===== config.mk =====
export PLATFORM = sky130hd
export DESIGN_NAME = stsb_queue
export DESIGN_NICKNAME = d
export VERILOG_FILES = /design/src/stsb_pkg.sv /design/src/stsb_queue.sv
export SDC_FILE = /design/constraint.sdc
export NUM_CORES = 1
export LEC_CHECK = 0
export ABC_AREA = 1
export ABC_CLOCK_PERIOD_IN_PS = 4400
export BUFFER_PORTS_ARGS = -buffer_cell sky130_fd_sc_hd__buf_2
export CAP_MARGIN = 40
export CELL_PAD_IN_SITES_DETAIL_PLACEMENT = 0
export CELL_PAD_IN_SITES_GLOBAL_PLACEMENT = 1
export CORE_UTILIZATION = 39
export CTS_CLUSTER_SIZE = 8
export DETAILED_ROUTE_END_ITERATION = 8
export PLACE_DENSITY = 0.82
export SYNTH_ARGS = -nofsm -noshare
export SYNTH_HDL_FRONTEND = slang
export SYNTH_SLANG_ARGS = --single-unit

===== constraint.sdc =====
create_clock -name clk_i -period 4.4 [get_ports clk_i]
set_input_delay 0.88 -clock clk_i [delete_from_list [all_inputs] [get_ports clk_i]]
set_output_delay 0.88 -clock clk_i [all_outputs]
set_load 0.02 [all_outputs]

===== src/stsb_pkg.sv =====
// ----------------------------------------------------------------------------
// stsb_pkg: shared definitions for the sorted table binary search block
// Widths of the item fields, queue sizing, operation codes and the types that
// travel between the front end, the queue and the search engine.
// ----------------------------------------------------------------------------
package stsb_pkg;

  localparam int unsigned DEFAULT_TABLE_DEPTH = 256;
  localparam int unsigned INDEX_W             = 8;
  localparam int unsigned VALUE_W             = 32;
  localparam int unsigned COUNT_W             = 9;
  localparam int unsigned QUEUE_DEPTH         = 2;

  // Encoding of the cmd field of an input beat.
  localparam logic CMD_WRITE  = 1'b0;
  localparam logic CMD_SEARCH = 1'b1;

  typedef enum logic {
    OP_WRITE,
    OP_SEARCH
  } op_e;

  typedef struct packed {
    op_e                       op;
    logic [INDEX_W-1:0]        index;
    logic signed [VALUE_W-1:0] value;
  } item_t;

  // Push side of the queue, driven by the front end.
  typedef struct packed {
    logic  valid;
    item_t item;
  } push_t;

  // Head of the queue, seen by the search engine.
  typedef struct packed {
    logic  valid;
    item_t item;
  } head_t;

  typedef enum logic [2:0] {
    ST_IDLE,
    ST_SEARCH,
    ST_COMPARE,
    ST_CHECK,
    ST_DONE
  } state_e;

endpackage


===== src/stsb_queue.sv =====
// ----------------------------------------------------------------------------
// stsb_queue: short operation queue
// Decouples request decode from the search engine so that either side can
// stall on its own.
// ----------------------------------------------------------------------------
module stsb_queue (
  input  logic            clk_i,
  input  logic            rst_ni,
  input  stsb_pkg::push_t push_i,
  output logic            full_o,
  input  logic            pop_i,
  output stsb_pkg::head_t head_o
);

  localparam int unsigned PW = (stsb_pkg::QUEUE_DEPTH > 1) ? $clog2(stsb_pkg::QUEUE_DEPTH) : 1;
  localparam int unsigned CW = $clog2(stsb_pkg::QUEUE_DEPTH + 1);

  stsb_pkg::item_t entry_q [stsb_pkg::QUEUE_DEPTH];
  logic [PW-1:0]   wr_ptr_q, wr_ptr_d;
  logic [PW-1:0]   rd_ptr_q, rd_ptr_d;
  logic [CW-1:0]   cnt_q, cnt_d;
  logic            do_push, do_pop;

  assign full_o  = cnt_q == CW'(stsb_pkg::QUEUE_DEPTH);
  assign do_push = push_i.valid && !full_o;
  assign do_pop  = pop_i && (cnt_q != '0);

  assign head_o.valid = cnt_q != '0;
  assign head_o.item  = entry_q[rd_ptr_q];

  always_comb begin
    wr_ptr_d = wr_ptr_q;
    rd_ptr_d = rd_ptr_q;
    cnt_d    = cnt_q;
    if (do_push) begin
      wr_ptr_d = (wr_ptr_q == PW'(stsb_pkg::QUEUE_DEPTH - 1)) ? '0 : wr_ptr_q + 1'b1;
    end
    if (do_pop) begin
      rd_ptr_d = (rd_ptr_q == PW'(stsb_pkg::QUEUE_DEPTH - 1)) ? '0 : rd_ptr_q + 1'b1;
    end
    if (do_push && !do_pop) begin
      cnt_d = cnt_q + 1'b1;
    end else if (do_pop && !do_push) begin
      cnt_d = cnt_q - 1'b1;
    end
  end

  always_ff @(posedge clk_i or negedge rst_ni) begin
    if (!rst_ni) begin
      wr_ptr_q <= '0;
      rd_ptr_q <= '0;
      cnt_q    <= '0;
    end else begin
      wr_ptr_q <= wr_ptr_d;
      rd_ptr_q <= rd_ptr_d;
      cnt_q    <= cnt_d;
    end
  end

  always_ff @(posedge clk_i) begin
    if (do_push) begin
      entry_q[wr_ptr_q] <= push_i.item;
    end
  end

endmodule


==> impl_metrics.json, run 1 <==
{
  "status": "complete, no violations",
  "regArea_um2": 2560,
  "vdd_drop_max_mv": 0.272,
  "sw_frac_of_total_pct": 37.4,
  "fin_cells": 444,
  "post-cts-setup-buffers": 0,
  "portBuffers": 87,
  "final_util_pct": 50.6,
  "reg2reg_depth": 4,
  "clock-root-buffer": "clkbuf_8",
  "start_util_pct": 41.3,
  "yosysUniqueCellTypes": 17,
  "power_frac_clock_pct": 19.1,
  "first_pass_iters": 4,
  "place_area_um2": 3800,
  "overflow": 0,
  "fin_nets": 383,
  "finalWorstSetupSlack_ns": 1.51,
  "clock_skew_ns": 0.00980,
  "cts_tree": "built",
  "final_cell_area_um2": 3990,
  "cts_buffers": 9,
  "p_int_mw": 1.70,
  "finalHoldViolCount": 0,
  "maxSlewHeadroom_pct": 44.6,
  "syn_area_um2": 3260,
  "clk-insertion-delay-late_ns": 0.33,
  "hold_class": "in -> async",
  "cp.arrival_ns": 2.01,
  "min_period_ns": 2.89,
  "critPathLaunchType": "flop",
  "postRouteAntennaNets": 0,
  "cts_buffer_depth": 2,
  "core_area_um2": 7890,
  "num_vias": 1931,
  "finalCritPeriodShare_pct": 65.8,
  "cts_resized": 0,
  "path_class": "reg -> out",
  "area_growth_pct": 22.5,
  "route.detailed.drc": 0,
  "first_iter_violations": 72,
  "post-place-ws_ns": 1.83,
  "setup_viol": 0,
  "synth_area_per_cell_um2": 13.2,
  "yosys_warnings": 0,
  "die_y_um": 93.4,
  "ioPinCount": 88,
  "max_freq_mhz": 346,
  "place_congestion": 0.781,
  "rsz0062_at_grt": "false",
  "cellPowerDensity_nw_per_um2": 679,
  "antenna_cells": 0,
  "cts.sinks": 86,
  "antenna_found_initial": 0,
  "cp_data_required_time_ns": 3.52,
  "syn-num-nets": 292,
  "tightest_slew_ns": 0.830,
  "routed_via_density": 4.35,
  "p_comb_share_pct": 35.6,
  "final_max_slew_viol_count": 0,
  "drive_above_1_share_pct": 33.0,
  "cts-hold-fix-buffers": 0,
  "wl_per_cell_um": 11.9,
  "fin_tns_setup_ns": 0,
  "end_kind": "primary output",
  "netlist_instances": 246,
  "grt_first_pass_wirelength_um": 8290,
  "seq_area_frac_synth_pct": 78.7,
  "grt_usage_pct": 13.1,
  "multi_input_area_um2": 582,
  "die_w_um": 93.4,
  "grt_pass1_vias": 1777,
  "path_clk_slew_ns": 0.08,
  "cp_max_fo": 43,
  "rows": 32,
  "synth-seq-cells": 86,
  "netSwitchingPower_mw": 1.01,
  "drv_cap": 0,
  "die_area_um2": 8720,
  "dp_hpwl_um": 3360,
  "dp_cells": 428,
  "seqPwrFrac_pct": 45.3,
  "routed_wl_um": 5290,
  "p_leak_nw": 1.73,
  "fill_cells": 702,
  "grt_max_degree": 44,
  "htreeDepth": 3
}
-- metal layers --
layer / global-route usage (%) / share of wire, % / up-vias
met5: 0 / 0 / -
met4: 5.38 / 0.26 / 0
met3: 3.90 / 6.3 / 3
met2: 23.0 / 52 / 65
met1: 14.8 / 41 / 863
li1: - / - / 1000
-- logic make-up (layout without fill, tap and decap cells) --
| kind of cell | Yosys count | count (layout) | share of synthesized area (%) |
|---|---|---|---|
| compound gates | 1 | 1 | 0.154 |
| fa+ha+maj | 1 | 1 | 0.384 |
| xor+xnor | 1 | 1 | 0.269 |
| buf+inv | 17 | 113 | 3.65 |
| simple gates | 140 | 140 | 16.8 |
| flops | 86 | 86 | 78.7 |
-- synthesized netlist by cell type --
| cell | n | area share, % |
|---|---|---|
| edfxtp_1 | 82 | 76 |
| nor2_1 | 1 | 0.12 |
| nor2_4 | 1 | 0.35 |
| nand4_1 | 1 | 0.19 |
| xnor2_1 | 1 | 0.27 |
| nand3_1 | 2 | 0.31 |
| ha_1 | 1 | 0.38 |
| inv_2 | 1 | 0.12 |
| buf_6 | 5 | 1.7 |
| inv_1 | 6 | 0.69 |
| nand2_2 | 3 | 0.58 |
| o21ai_0 | 1 | 0.15 |
| nor2_2 | 1 | 0.19 |
| buf_4 | 4 | 0.92 |
| inv_4 | 1 | 0.19 |
| nand2_1 | 131 | 15 |
| dfrtp_1 | 4 | 3.1 |
-- layout by cell type (no fill, tap or decap), drive strengths merged, types with 2 or more instances in the layout --
| cell | instances |
|---|---|
| nor2 | 3 |
| nand3 | 2 |
| dfrtp | 4 |
| edfxtp | 82 |
| buf | 89 |
| inv | 8 |
| clkbuf | 12 |
| nand2 | 134 |
| clkinv | 2 |
-- state kept, by name, indices dropped and copies added (netlist names) --
signal	count
wr_ptr_q	1
entry_q	82
rd_ptr_q	1
cnt_q	2
-- critical path: stages, from the launching register on --
cell and delay, ns:
dfrtp_2 0.92, inv_4 0.37, nand2_1 0.15, nand2_1 0.07
buf_2 0.16
-- power by group through the flow --
stage                     registers (mW)  clock network, mW  logic [mW]
after floorplan                     1.18                  0       0.739
after detailed placement            1.25                  0       0.984
after CTS                           1.23              0.536       0.988
after global placement              1.24                  0       0.932
final                               1.23              0.518       0.964
after global routing                1.25              0.563        1.08
-- per-stage QoR --
| stage | power [mW] | hold slack (ns) |
|---|---|---|
| global route | 2.89 | 0.317 |
| CTS | 2.75 | 0.319 |
| floorplan | 1.92 | 0.442 |
| finish | 2.71 | 0.336 |
| global placement | 2.18 | 0.462 |
| detailed placement | 2.23 | 0.463 |
-- worst paths after layout --
path	startpoint	to	slack, ns
setup / recovery	rd_ptr_q	head_o[0]	1.51
setup reg to reg	cnt_q[1]	entry_q[1][25]	2.58
max in group asynchronous	rst_ni	rd_ptr_q	3.93
hold reg to reg	cnt_q[1]	cnt_q[1]	0.48
min in group clk_i	cnt_q[1]	cnt_q[1]	0.48
hold / removal	rst_ni	wr_ptr_q	0.34
-- area by class of cell --
cell class                 count  share of cell area (%)
clock buffer                  12                    3.64
inverter                       8                   0.816
tap                          102                    3.20
clock inverter                 4                    1.19
multi-input combinational    143                    14.6
sequential                    86                    64.3
timing repair buffer          89                    12.3
(Power assumes the default switching activity.)
==> run 2, diff against run 1 <==
--- a/config.mk
+++ b/config.mk
@@ -6,7 +6,7 @@
 export NUM_CORES = 1
 export LEC_CHECK = 0
 export ABC_AREA = 1
-export ABC_CLOCK_PERIOD_IN_PS = 4400
+export ABC_CLOCK_PERIOD_IN_PS = 2800
 export BUFFER_PORTS_ARGS = -buffer_cell sky130_fd_sc_hd__buf_2
 export CAP_MARGIN = 40
 export CELL_PAD_IN_SITES_DETAIL_PLACEMENT = 0
==> constraint.sdc (replaced) <==
create_clock -name clk_i -period 2.8 [get_ports clk_i]
set_input_delay 0.56 -clock clk_i [delete_from_list [all_inputs] [get_ports clk_i]]
set_output_delay 0.56 -clock clk_i [all_outputs]
set_load 0.02 [all_outputs]
==> impl_metrics.json, run 2 (synthesized netlist as in run 1, its figures left out) <==
{
  "overflow": 0,
  "cp_top_family": "flip-flops",
  "clock-root-buffer": "clkbuf_8",
  "route.detailed.drc": 0,
  "first_pass_iters": 4,
  "rsz0062_at_grt": "false",
  "final_cell_area_um2": 3980,
  "largestRegisters": "entry_q x82, cnt_q x2",
  "place_area_um2": 3770,
  "antenna_found_initial": 0,
  "cts_tree": "built",
  "area_growth_pct": 22.3,
  "die_area_um2": 8720,
  "drive_above_1_share_pct": 33.6,
  "rows": 32,
  "post-cts-setup-buffers": 0,
  "postRouteAntennaNets": 0,
  "grt_first_pass_wirelength_um": 9060,
  "status": "complete, no violations",
  "mostFrequentLayoutCells": "131 x nand2_1, 87 x buf_2, 82 x edfxtp_1",
  "cts.sinks": 86,
  "grt_usage_pct": 14.5,
  "regMostFlops": "entry_q",
  "clock_skew_ns": 0.0110,
  "cp_num_buf_inv": 2,
  "routed_via_density": 4.45,
  "start_util_pct": 41.3,
  "routed_wl_um": 5830,
  "cp_max_fo": 42,
  "tightest_slew_ns": 0.539,
  "path_clk_slew_ns": 0.09,
  "max_freq_mhz": 448,
  "first_iter_violations": 91,
  "drv_cap": 0,
  "cp.arrival_ns": 1.67,
  "rrSetupSlack_ns": 1.09,
  "grt_pass1_vias": 1911,
  "finalCritPeriodShare_pct": 79.7,
  "hold_class": "in -> reg",
  "clk-insertion-delay-late_ns": 0.35,
  "htreeDepth": 3,
  "path_class": "reg -> out",
  "setup_viol": 0,
  "critPathLaunchType": "flop",
  "num_vias": 1988,
  "die_w_um": 93.4,
  "vdd_drop_max_mv": 0.484,
  "cts_buffers": 9,
  "final_max_slew_viol_count": 0,
  "finalHoldViolCount": 0,
  "wl_per_cell_um": 13.0,
  "core_area_um2": 7890,
  "dp_hpwl_um": 3810,
  "largest_reg_flops": 82,
  "min_period_ns": 2.23,
  "crit_path_cell_trace": "inv_4 -> nand2_1 -> nand2_1 -> buf_2",
  "cp_data_required_time_ns": 2.24,
  "slowest_stage": "dfrtp_2",
  "antenna_cells": 0,
  "maxSlewHeadroom_pct": 64.0,
  "cellPowerDensity_nw_per_um2": 1070,
  "place_congestion": 0.786,
  "portBuffers": 87,
  "end_kind": "primary output",
  "crit_top_cell": "nand2_1",
  "ioPinCount": 88,
  "grt_max_degree": 43,
  "fin_nets": 386,
  "fin_tns_setup_ns": 0,
  "die_y_um": 93.4,
  "cts_buffer_depth": 2,
  "p_leak_nw": 1.73,
  "cpPeakStageDelay_ns": 0.55,
  "layout_commonest_cell": "nand2_1"
}
[run 2: changes by cell type in the layout (fill, tap and decap cells not counted)]
| cell | change |
|---|---|
| clkinv_1 | +1 |
| clkinv_2 | -2 |
| clkinv_4 | +3 |
| clkbuf_1 | -2 |
| buf_4 | +4 |
| clkinvlp_4 | +1 |
| clkbuf_8 | -1 |
| buf_16 | -2 |
| dlygate4sd3_1 | +1 |
[run 2: metrics by stage]
stage               worst slack (ns)  utilization (%)  hold WS (ns)  total power, mW  std cells
detailed placement             0.912             47.8         0.379             3.49        430
CTS                            0.517             50.5         0.371             4.34        447
finish                         0.569             50.5         0.393             4.27        447
global route                   0.365             50.5         0.361             4.56        447
floorplan                      0.635                -         0.264             3.02        246
global placement               0.938             47.8         0.376             3.46        430
[run 2: worst paths after layout]
path | startpoint | endpoint | depth (start not counted)
min in group asynchronous | rst_ni | cnt_q[0] | 2
worst max register to register | cnt_q[1] | entry_q[1][11] | 4
worst max-delay path | rd_ptr_q | head_o[39] | 4
worst min register to register | cnt_q[1] | cnt_q[1] | 2
worst min-delay path | push_i[5] | entry_q[0][5] | 1
max in group asynchronous | rst_ni | rd_ptr_q | 2
[run 2: worst register-to-register path, delay by kind of cell (launching register included)]
kind / cells / cell delay (ns)
compound gates: 1 / 0.19
buf+inv: 2 / 0.46
flops: 1 / 0.38
simple gates: 1 / 0.38
[run 2: layout make-up]
type                            count  area (um^2)
Fill cell                         696         3910
Clock buffer                        9          124
Clock inverter                      7         75.1
Inverter                            8         32.5
Timing Repair Buffer               92          475
Tap cell                          102          128
Multi-Input combinational cell    143          582
Sequential cell                    86         2560
[run 2: per-layer routing]
layer  share of wire, %  wire [um]  track usage [%]  up-vias
met4                1.6         92             7.18        0
met3                4.9        286             4.07       10
met5                  0          0                0        -
met1                 42       2430             16.5      904
li1                   -          -                -     1007
met2                 52       3020             24.9       67
[run 2: where the power goes]
part / switching, mW / total, mW / internal (mW)
sequential: 0.115 / 1.87 / 1.76
clock: 0.432 / 0.845 / 0.413
combinational: 1.10 / 1.55 / 0.450
[run 2: repair_timing]
item | CTS | global route
hold endpoints to repair | 4 | 0
resized for setup | 0 | 0
hold buffers | 1 | 0
==> run 3, diff against run 2 <==
--- a/config.mk
+++ b/config.mk
@@ -6,12 +6,12 @@
 export NUM_CORES = 1
 export LEC_CHECK = 0
 export ABC_AREA = 1
-export ABC_CLOCK_PERIOD_IN_PS = 2800
+export ABC_CLOCK_PERIOD_IN_PS = 1900
 export BUFFER_PORTS_ARGS = -buffer_cell sky130_fd_sc_hd__buf_2
 export CAP_MARGIN = 40
 export CELL_PAD_IN_SITES_DETAIL_PLACEMENT = 0
 export CELL_PAD_IN_SITES_GLOBAL_PLACEMENT = 1
-export CORE_UTILIZATION = 39
+export CORE_UTILIZATION = 37
 export CTS_CLUSTER_SIZE = 8
 export DETAILED_ROUTE_END_ITERATION = 8
 export PLACE_DENSITY = 0.82
==> constraint.sdc (replaced) <==
create_clock -name clk_i -period 1.9 [get_ports clk_i]
set_input_delay 0.38 -clock clk_i [delete_from_list [all_inputs] [get_ports clk_i]]
set_output_delay 0.38 -clock clk_i [all_outputs]
set_load 0.02 [all_outputs]
==> impl_metrics.json, run 3 (synthesized netlist as in run 1, its figures left out) <==
{
  "setup_viol": 0,
  "status": "complete, no violations",
  "routed_wl_um": 5340,
  "cp.arrival_ns": 1.37,
  "ioPinCount": 88,
  "antenna_found_initial": 0,
  "finalCritPeriodShare_pct": 92.3,
  "die_y_um": 95.8,
  "postRouteAntennaNets": 0,
  "die_area_um2": 9180,
  "core_area_um2": 8380,
  "post-cts-setup-buffers": 0,
  "path_class": "reg -> out",
  "layout_commonest_cell": "nand2_1",
  "fill_cells": 785,
  "finalHoldViolCount": 0,
  "rows": 33,
  "wl_per_cell_um": 11.8,
  "tightest_slew_ns": 0.436,
  "fin_nets": 388,
  "hold_class": "in -> reg",
  "reg2reg_depth": 4,
  "drive_above_1_share_pct": 33.5,
  "path_clk_slew_ns": 0.09,
  "clock_skew_ns": 0.0136,
  "first_iter_violations": 104,
  "area_growth_pct": 23.1,
  "num_vias": 1946,
  "antenna_cells": 0,
  "critPathLaunchType": "flop",
  "overflow": 0,
  "routed_via_density": 4.31,
  "p_total_mw": 6.35,
  "largest_reg_flops": 82,
  "clock-root-buffer": "clkbuf_8",
  "regMostFlops": "entry_q",
  "start_util_pct": 38.8,
  "cts_buffer_depth": 2,
  "grt_usage_pct": 12.6,
  "cts_tree": "built",
  "fin_tns_setup_ns": 0,
  "dp_hpwl_um": 3590,
  "place_area_um2": 3790,
  "grt_max_degree": 43,
  "rsz0062_at_grt": "false",
  "grt_pass1_vias": 1841,
  "max_freq_mhz": 570,
  "largestRegisters": "entry_q x82, cnt_q x2",
  "vdd_drop_max_mv": 0.932,
  "portBuffers": 87,
  "min_period_ns": 1.75,
  "mostFrequentLayoutCells": "131 x nand2_1, 87 x buf_2, 82 x edfxtp_1",
  "cp_max_fo": 42,
  "cp_data_required_time_ns": 1.52,
  "cts.sinks": 86,
  "end_kind": "primary output",
  "place_congestion": 0.706,
  "grt_first_pass_wirelength_um": 8350,
  "htreeDepth": 3,
  "final_cell_area_um2": 4010,
  "cts_buffers": 9,
  "first_pass_iters": 4,
  "route.detailed.drc": 0,
  "clk-insertion-delay-late_ns": 0.34,
  "maxSlewHeadroom_pct": 70.6,
  "p_leak_nw": 1.75,
  "fin_hold_ws_ns": 0.220,
  "final_max_slew_viol_count": 0,
  "die_w_um": 95.8,
  "cellPowerDensity_nw_per_um2": 1580,
  "whs_path_depth": 1,
  "drv_cap": 0
}
==> run 3: cell count changes in the layout (fill, tap and decap cells not counted) <==
cell,before,now
buf_4,4,6
bufinv_16,1,2
clkinv_1,1,2
clkinv_2,0,2
clkinv_4,3,0
clkinvlp_4,2,1
inv_2,2,1
inv_4,1,0
inv_6,0,1
==> run 3: path summary, 6_finish.rpt <==
check                      slack [ns]       start        endpoint
setup / recovery                 0.15    rd_ptr_q       head_o[4]
hold / removal                   0.22  push_i[33]  entry_q[0][33]
setup reg to reg                 0.41    cnt_q[1]  entry_q[1][22]
hold reg to reg                  0.50    wr_ptr_q        wr_ptr_q
max in group asynchronous        1.38      rst_ni        rd_ptr_q
min in group asynchronous        0.38      rst_ni        cnt_q[1]
==> run 3: final cells by class <==
class / count / area (um^2) / area share (%)
Inverter: 8 / 38.8 / 0.968
Clock inverter: 6 / 77.6 / 1.94
Sequential cell: 86 / 2560 / 64.0
Multi-Input combinational cell: 143 / 582 / 14.5
Timing Repair Buffer: 94 / 490 / 12.2
Clock buffer: 9 / 124 / 3.09
Tap cell: 105 / 131 / 3.28
==> run 3: power by group <==
group | total, mW | internal [mW] | switching (mW)
clock | 1.29 | 0.720 | 0.573
combinational | 2.35 | 0.690 | 1.66
sequential | 2.71 | 2.59 | 0.122
==> run 3: through the flow <==
stage / util (%) / worst slack (ns) / std cells
detailed placement: 45.3 / 0.400 / 435
global route: 47.8 / 0.0234 / 451
finish: 47.8 / 0.146 / 451
floorplan: - / 0.0828 / 246
CTS: 47.8 / 0.0138 / 451
global placement: 45.3 / 0.415 / 435
==> run 3: per-layer routing <==
metal | track usage [%] | routed length [um] | share of wire (%)
met1 | 13.8 | 2190 | 41
met3 | 3.55 | 299 | 5.6
met2 | 22.4 | 2750 | 51
met4 | 6.22 | 99 | 1.9
met5 | 0 | 0 | 0
==> run 3: worst max-delay path: stages, from the launching register on <==
cell and delay (ns):
dfrtp_2 0.45, inv_6 0.26, nand2_1 0.08, nand2_1 0.09, buf_2 0.16
==> run 3: what timing repair did <==
action,4_1_cts,5_1_grt
hold buffers,1,0
gates resized for setup,0,1
endpoints found under the setup margin,0,41
hold endpoints to repair,4,0
